==> src/rtl/tdbm_pkg.sv <==
// ----------------------------------------------------------------------------
// tdbm_pkg: shared types and constants for the two-dimensional binned mean
// Field widths, request and register codes, bin entry layout and the
// divider command/status bundles.
// ----------------------------------------------------------------------------
`default_nettype none

package tdbm_pkg;

    localparam int COORD_W    = 17;   // unsigned Q1.16 coordinate
    localparam int WIDTH_W    = 16;   // unsigned Q0.16 bin width
    localparam int VALUE_W    = 32;   // signed Q16.16 sample / mean
    localparam int SEL_W      = 6;    // read_row / read_col
    localparam int REQ_W      = 2;
    localparam int SUM_W      = 56;
    localparam int COUNT_W    = 24;
    localparam int STEP_W     = 6;
    localparam int CFG_IDX_W  = 1;
    localparam int DIVIDEND_W = SUM_W;
    localparam int DIVISOR_W  = COUNT_W;

    localparam logic [COUNT_W-1:0] COUNT_MAX = '1;

    localparam logic [REQ_W-1:0] REQ_ADD   = 2'd0;
    localparam logic [REQ_W-1:0] REQ_READ  = 2'd1;
    localparam logic [REQ_W-1:0] REQ_CLEAR = 2'd2;

    localparam logic [CFG_IDX_W-1:0] CFG_GRID_ORIGIN = 1'b0;
    localparam logic [CFG_IDX_W-1:0] CFG_BIN_WIDTH   = 1'b1;

    localparam logic [COORD_W-1:0] GRID_ORIGIN_RST = 17'd655;
    localparam logic [WIDTH_W-1:0] BIN_WIDTH_RST   = 16'd1311;

    // divider step counts: bin index and mean
    localparam logic [STEP_W-1:0] AXIS_STEPS = 6'd17;
    localparam logic [STEP_W-1:0] MEAN_STEPS = 6'd56;

    typedef struct packed {
        logic signed [SUM_W-1:0] sum;
        logic [COUNT_W-1:0]      count;
    } bin_entry_t;

    typedef struct packed {
        logic              start;
        logic [STEP_W-1:0] steps;
    } div_cmd_t;

    typedef struct packed {
        logic busy;
        logic done;
    } div_stat_t;

endpackage

`default_nettype wire

==> src/rtl/tdbm_div.sv <==
// ----------------------------------------------------------------------------
// tdbm_div: shared serial restoring divider
// One quotient bit per cycle, MSB first. The dividend is left aligned by the
// caller; after N steps the low N bits of the quotient register hold the result.
// ----------------------------------------------------------------------------
`default_nettype none

module tdbm_div
    import tdbm_pkg::*;
(
    input  wire logic                  aclk,
    input  wire logic                  aresetn,
    input  wire div_cmd_t              cmd,
    input  wire logic [DIVIDEND_W-1:0] dividend,
    input  wire logic [DIVISOR_W-1:0]  divisor,
    output div_stat_t                  stat,
    output logic [DIVIDEND_W-1:0]      quotient
);

    logic [DIVIDEND_W-1:0] quo_reg, quo_next;
    logic [DIVISOR_W-1:0]  rem_reg, rem_next;
    logic [DIVISOR_W-1:0]  dsr_reg, dsr_next;
    logic [STEP_W-1:0]     cnt_reg, cnt_next;
    logic                  busy_reg, busy_next;
    logic                  done_reg, done_next;

    logic [DIVISOR_W:0]    rem_shift;
    logic [DIVISOR_W+1:0]  trial;
    logic                  fits;

    assign rem_shift = {rem_reg, quo_reg[DIVIDEND_W-1]};
    assign trial     = {1'b0, rem_shift} - {2'b00, dsr_reg};
    assign fits      = ~trial[DIVISOR_W+1];

    always_comb begin
        quo_next  = quo_reg;
        rem_next  = rem_reg;
        dsr_next  = dsr_reg;
        cnt_next  = cnt_reg;
        busy_next = busy_reg;
        done_next = 1'b0;
        if (cmd.start) begin
            quo_next  = dividend;
            rem_next  = '0;
            dsr_next  = divisor;
            cnt_next  = cmd.steps;
            busy_next = 1'b1;
        end else if (busy_reg) begin
            quo_next = {quo_reg[DIVIDEND_W-2:0], fits};
            rem_next = fits ? trial[DIVISOR_W-1:0] : rem_shift[DIVISOR_W-1:0];
            cnt_next = cnt_reg - STEP_W'(1);
            if (cnt_reg == STEP_W'(1)) begin
                busy_next = 1'b0;
                done_next = 1'b1;
            end
        end
    end

    always_ff @(posedge aclk) begin
        if (!aresetn) begin
            cnt_reg  <= '0;
            busy_reg <= 1'b0;
            done_reg <= 1'b0;
        end else begin
            cnt_reg  <= cnt_next;
            busy_reg <= busy_next;
            done_reg <= done_next;
        end
    end

    always_ff @(posedge aclk) begin
        quo_reg <= quo_next;
        rem_reg <= rem_next;
        dsr_reg <= dsr_next;
    end

    assign stat.busy = busy_reg;
    assign stat.done = done_reg;
    assign quotient  = quo_reg;

endmodule

`default_nettype wire

==> config.mk <==
export PLATFORM = sky130hd
export DESIGN_NAME = tdbm_div
export DESIGN_NICKNAME = d
export VERILOG_FILES = /design/src/rtl/tdbm_pkg.sv /design/src/rtl/tdbm_div.sv
export SDC_FILE = /design/constraint.sdc
export NUM_CORES = 1
export LEC_CHECK = 0
export ABC_AREA = 0
export BUFFER_PORTS_ARGS = -buffer_cell sky130_fd_sc_hd__buf_2
export CELL_PAD_IN_SITES_DETAIL_PLACEMENT = 2
export CELL_PAD_IN_SITES_GLOBAL_PLACEMENT = 2
export CORE_ASPECT_RATIO = 0.6
export CORE_MARGIN = 2
export CORE_UTILIZATION = 35
export DETAILED_ROUTE_END_ITERATION = 12
export GPL_TIMING_DRIVEN = 0
export PLACE_DENSITY = 0.77
export SLEW_MARGIN = 20
export SYNTH_ARGS = -nofsm -noshare
export SYNTH_HDL_FRONTEND = slang
export SYNTH_SLANG_ARGS = --single-unit
==> constraint.sdc <==
create_clock -name aclk -period 3.3 [get_ports aclk]
set_input_delay 0.495 -clock aclk [delete_from_list [all_inputs] [get_ports aclk]]
set_output_delay 0.495 -clock aclk [all_outputs]
set_load 0.01 [all_outputs]
==> results.cfg, run 1 <==
[route]
drtAntennaViolNets = 0
vias = 4516
drt-initial-drc-count = 315
via_per_inst = 5.07
drtPass1Iterations = 4
drt_wl_total_um = 19200
wire_per_inst_um = 21.5
drc = 0

[cts]
cts-htree-levels = 3
clock_sinks = 112
cts_setup_buffers = 0
cts_buffers = 9
cts_tree = yes
cts_hold_buf = 0
root_buffer = clkbuf_16
cts_buffer_depth = 2
path_clk_slew_ns = 0.09
worst_skew_pair.late_latency_ns = 0.37

[die]
core_area_sq_um = 16400
rows = 36
die_h_um = 105
die_w_um = 172
start_util_pct = 36.2
dieArea_sq_um = 18100
ios = 147

[final_layout]
drive_gt1_share_pct = 38.5
finalNetCount = 774
finalNonFillerCells = 891
fillers = 1749
area.growth.synth_to_final_pct = 22.1
utilization_pct = 44.2
largest_register_ffs = 56
num_antenna_cells = 0

[pwr]
p_sw_mw = 1.11
clkPwrFrac_pct = 29.6
switching_share_pct = 30.5
ir_drop_uv = 371
powerDensity_nw_per_um2 = 499
p_int_mw = 2.52
finalPower_mw = 3.62
pwr-share-comb_pct = 22.4
power_frac_seq_pct = 47.9
power_leakage_nw = 3.08

[global_route]
overflow = 0
track_usage_pct = 21.9
grt_pass1_wl_um = 29800
antenna_found_initial = 0
first_global_vias = 5056
grt_max_degree = 58

[synthesis]
synth_edf_count = 80
syn_area_sq_um = 5950
synth_ff_type = edfxtp_1
ys_warn_count = 0
syn_inst = 501
ys_types = 65
synth-seq-area-share_pct = 51.2
syn_area_per_cell_sq_um = 11.9
synth_nets = 617
ys_seq_elements = 112
async_flop_share_pct = 0

[timing]
maxSlewViolCount = 0
fmax_ghz = 0.320
slew-limit-headroom_pct = 48.1
final_hold_viol_count = 0
finalSetupViolations = 0
min_period_over_period_pct = 94.8
fin_crit_ns = 3.13
finalClockSkew_ns = 0.0165
tightestPinTransition_ns = 0.775
rsz0062_at_grt = yes
whs_ns = 0.291

[status]
status = finished, final reports clean

[worst_setup_path]
end_kind = register
crit_fanout = 10
r2r_cells = 10
r2r_start = dsr_reg[1]$_DFFE_PP_
rr_endpoint = quotient[0]$_DFFE_PP_
startpoint_type = register
cp.required_ns = 3.42
critical_path_arrival_ns = 3.25
worstSetupPathType = reg2reg
reg2reg_slack_ns = 0.17

[min_path]
min_path_type = in2reg
min-delay-start = divisor[21]
whs_path_depth = 1
holdPathEnd = dsr_reg[21]$_DFFE_PP_

[place]
globalplace.congestion = 0.889
dp_hpwl_um = 14700
numPortBuffers = 146
place_inst = 875

[run]
cap_violations = 0
-- power by group through the flow --
stage	registers [mW]	logic (mW)	clock network, mW
2_1_floorplan	1.78	0.468	0
3_3_place_gp	1.76	0.763	0
3_5_place_dp	1.77	0.801	0
4_1_cts	1.74	0.812	1.10
5_1_grt	1.75	0.893	1.15
6_report	1.74	0.813	1.07
-- how the worst max path moves through the flow --
stage,start,cells past startpoint,end
3_5_place_dp,quotient[55]$_DFFE_PP_,11,rem_reg[18]$_SDFFE_PP0P_
2_1_floorplan,dsr_reg[1]$_DFFE_PP_,10,quotient[0]$_DFFE_PP_
5_1_grt,dsr_reg[1]$_DFFE_PP_,11,rem_reg[0]$_SDFFE_PP0P_
6_report,dsr_reg[1]$_DFFE_PP_,10,quotient[0]$_DFFE_PP_
4_1_cts,dsr_reg[1]$_DFFE_PP_,11,rem_reg[0]$_SDFFE_PP0P_
3_3_place_gp,cmd[6],4,quotient[44]$_DFFE_PP_
-- layout by cell type, fill, tap and decap left out, types with 21 or more instances in the layout --
cell	n
dfxtp_1	32
nor2_1	35
a21oi_1	21
buf_2	148
mux2_2	56
nand2_1	32
edfxtp_1	80
ha_1	26
inv_1	32
-- metal layers --
layer | global-route usage (%) | part of all wire (%) | vias up
met5 | 0 | 0 | -
met4 | 4.98 | 1.4 | 0
met3 | 4.66 | 4.7 | 19
met2 | 33.2 | 45 | 83
met1 | 32.0 | 49 | 2251
li1 | - | - | 2163
-- logic make-up (layout without fill, tap and decap cells) --
| kind of cell | Yosys count | count (layout) | share of synthesized area (%) |
|---|---|---|---|
| AO/OA/AOI/OAI | 106 | 106 | 13.7 |
| flip-flops | 112 | 112 | 51.2 |
| XOR/XNOR | 22 | 22 | 3.24 |
| AND/OR/NAND/NOR | 109 | 109 | 8.84 |
| buffers and inverters | 60 | 222 | 5.11 |
| adder cells (fa/ha/maj) | 27 | 27 | 5.81 |
| multiplexers | 65 | 65 | 12.1 |
-- critical path, cell delays in order (launching register included) --
cell and delay [ns]:
edfxtp_1 0.43, inv_1 0.11, ha_1 0.24, nor2b_4 0.14, o31a_1 0.30, a41o_1 0.31
o21ai_2 0.30, o41ai_4 0.12, a211o_2 0.46, buf_6 0.20, mux2_2 0.27
-- metrics by stage --
stage	TNS, ns	instance area [sq um]	setup slack (ns)
floorplan	0	5950	0.590
global placement	-35.77	6960	-0.631
detailed placement	0	6970	0.0261
CTS	0	7240	0.140
global route	-0.00378	7260	-0.00378
finish	0	7260	0.173
-- synthesized netlist by cell type, drive strengths merged, types with 4 or more instances --
cell    count  area [sq um]
o31ai       4          30.0
mux2       56           631
a31oi       5          31.3
inv        33           124
o21a        6          45.0
xnor2      13           114
o21ai      15          82.6
nor2       36           135
mux2i       9          90.1
o311ai      6          52.6
ha         26           325
buf        17           139
xor2        9          78.8
a21oi      23           130
nand3      13          65.1
o41ai       4          53.8
nand2b      7          43.8
nor3        4          20.0
edfxtp     80          2400
a21o       10          76.3
a211oi      9          80.1
nand2      32           120
nor2b       4          32.5
dfxtp      32           641
clkbuf     10          41.3
-- final cells by class --
class / instances / area, sq um / area share, %
Timing Repair Buffer: 146 / 731 / 10.1
Clock inverter: 7 / 47.5 / 0.655
Tap cell: 228 / 285 / 3.93
Sequential cell: 112 / 3040 / 41.9
Clock buffer: 9 / 225 / 3.10
Multi-Input combinational cell: 329 / 2620 / 36.1
Inverter: 33 / 126 / 1.74
Buffer: 27 / 183 / 2.52
-- repair_timing --
| action | 4_1_cts | 5_1_grt |
|---|---|---|
| pin swaps | 0 | 1 |
| setup endpoints to repair | 1 | 4 |
| resized for setup | 1 | 5 |
(Power assumes the default switching activity.)
==> run 2: changes to the inputs <==
PLACE_DENSITY = unset   (was 0.77)
PLACE_DENSITY_LB_ADDON = 0.2   (was unset)
==> run 2 against run 1 <==
- sequential power about the same
- hold slack better by 0.016 ns
- register-to-register slack lost 0.05 ns
- global-route usage shrank 1.0 points
- core utilization rose by 0.24 points
- critical path depth rose by 1
- die area stayed put
- combinational power is essentially flat
- via count increased by 1.1%
- routed wire length is 3.3% lower
- cell count rose by 0.11%
- count of clock-buffer cells in the layout unchanged
- critical path type unchanged
- largest power group unchanged
==> results.cfg, run 2 (synthesis results as in run 1) <==
[global_route]
first_global_vias = 4903
grt_max_degree = 58
track_usage_pct = 20.9
grt_pass1_wl_um = 28400
overflow = 0
antenna_found_initial = 1

[route]
drt_wl_total_um = 18500
drt-initial-drc-count = 226
via_per_inst = 5.12
wire_per_inst_um = 20.8
drtPass1Iterations = 4
vias = 4566
drtAntennaViolNets = 0
drc = 0

[die]
core_area_sq_um = 16400
start_util_pct = 36.2
ios = 147
die_w_um = 172
die_h_um = 105
rows = 36
dieArea_sq_um = 18100

[final_layout]
final_common_cell = buf_2
multiInputGateArea_sq_um = 2620
utilization_pct = 44.4
largest_register_ffs = 56
most-common-layout-cells = buf_2 (149), edfxtp_1 (80), mux2_2 (56), nor2_1 (35)
fillers = 1753
area.growth.synth_to_final_pct = 22.8
drive_gt1_share_pct = 38.3
regArea_sq_um = 3040
finalNetCount = 774
finalNonFillerCells = 892

[worst_setup_path]
r2r_cells = 11
crit_fanout = 4
crit_path_max_incr_delay_ns = 0.79
reg2reg_slack_ns = 0.13
rr_endpoint = rem_reg[20]$_SDFFE_PP0P_
cp.required_ns = 3.52
crit_slowest_cell = a211oi_1
startpoint_type = register
critical_path_arrival_ns = 3.39
worstSetupPathType = reg2reg
r2r_start = quotient[55]$_DFFE_PP_
crit_chain = inv_1 -> ha_1 -> fa_1 -> nand2b_1 -> a21o_1 -> a31oi_2 -> a211oi_1 -> o41ai_2 -> xor2_1 -> mux2i_1 -> o21ai_1
end_kind = register

[cts]
cts_buffers = 9
cts_tree = yes
clock_sinks = 112
cts_setup_buffers = 0
cts_hold_buf = 0
cts_buffer_depth = 2
root_buffer = clkbuf_16
worst_skew_pair.late_latency_ns = 0.36
path_clk_slew_ns = 0.08
cts-htree-levels = 3

[pwr]
clkPwrFrac_pct = 31.5
switching_share_pct = 29.8
finalPower_mw = 3.72
powerDensity_nw_per_um2 = 509
p_int_mw = 2.61
ir_drop_uv = 294
pwr-share-comb_pct = 21.9
p_sw_mw = 1.11
power_leakage_nw = 3.10
power_frac_seq_pct = 46.6

[place]
numPortBuffers = 146
place_inst = 875
globalplace.congestion = 0.931
dp_hpwl_um = 14300

[timing]
finalClockSkew_ns = 0.0140
finalSetupViolations = 0
rsz0062_at_grt = no
whs_ns = 0.307
fmax_ghz = 0.315
tightestPinTransition_ns = 0.935
fin_crit_ns = 3.17
final_hold_viol_count = 0
maxSlewViolCount = 0
tns_ns = 0
min_period_over_period_pct = 96.2
slew-limit-headroom_pct = 37.3

[run]
cap_violations = 0

[min_path]
min_path_type = in2reg
whs_path_depth = 1
min-delay-start = divisor[0]
holdPathEnd = dsr_reg[0]$_DFFE_PP_

[status]
status = finished, final reports clean
run 2: layout make-up:
type / instances / share of cell area (%)
Sequential cell: 112 / 41.7
Multi-Input combinational cell: 329 / 35.8
Timing Repair Buffer: 146 / 10.0
Tap cell: 228 / 3.91
Clock buffer: 9 / 3.08
Buffer: 27 / 2.47
Inverter: 33 / 1.73
Clock inverter: 7 / 1.27
Antenna cell: 1 / 0.0343
run 2: metrics by stage:
stage          area, sq um  setup WS (ns)
4_1_cts               7290          0.102
3_5_place_dp          6970       -0.00916
2_1_floorplan         5950          0.590
3_3_place_gp          6960         -0.606
5_1_grt               7300         0.0305
6_report              7300          0.126
run 2: metal layers:
metal,vias up,track usage [%],part of all wire [%]
met5,-,0,0
met4,0,4.62,1.1
met3,12,4.47,4.2
met2,87,32.9,46
met1,2302,29.6,49
li1,2165,-,-
run 2: power groups by stage:
stage	clock network [mW]	logic, mW	registers [mW]
CTS	1.20	0.815	1.73
global route	1.24	0.885	1.75
global placement	0	0.763	1.76
finish	1.17	0.813	1.73
floorplan	0	0.468	1.78
detailed placement	0	0.805	1.76
run 2: worst max-delay path by stage:
stage,cells after the start,from,to,slack (ns)
global placement,4,cmd[6],quotient[44]$_DFFE_PP_,-0.61
finish,11,quotient[55]$_DFFE_PP_,rem_reg[20]$_SDFFE_PP0P_,0.13
CTS,11,quotient[55]$_DFFE_PP_,rem_reg[18]$_SDFFE_PP0P_,0.10
global route,11,quotient[55]$_DFFE_PP_,rem_reg[22]$_SDFFE_PP0P_,0.03
detailed placement,11,quotient[55]$_DFFE_PP_,rem_reg[18]$_SDFFE_PP0P_,-0.009
floorplan,10,dsr_reg[1]$_DFFE_PP_,quotient[0]$_DFFE_PP_,0.59
run 2: what timing repair did:
item / in CTS / in global routing
endpoints found under the setup margin: 2 / 2
pin swaps: 0 / 0
resized for setup: 1 / 2
run 2: worst max-delay path, delay by kind of cell (launching register included):
kind / cells / cell delay [ns]
compound gates: 5 / 1.42
fa+ha+maj: 2 / 0.48
flops: 1 / 0.46
simple gates: 1 / 0.19
xor+xnor: 1 / 0.18
mux: 1 / 0.18
buf+inv: 1 / 0.10
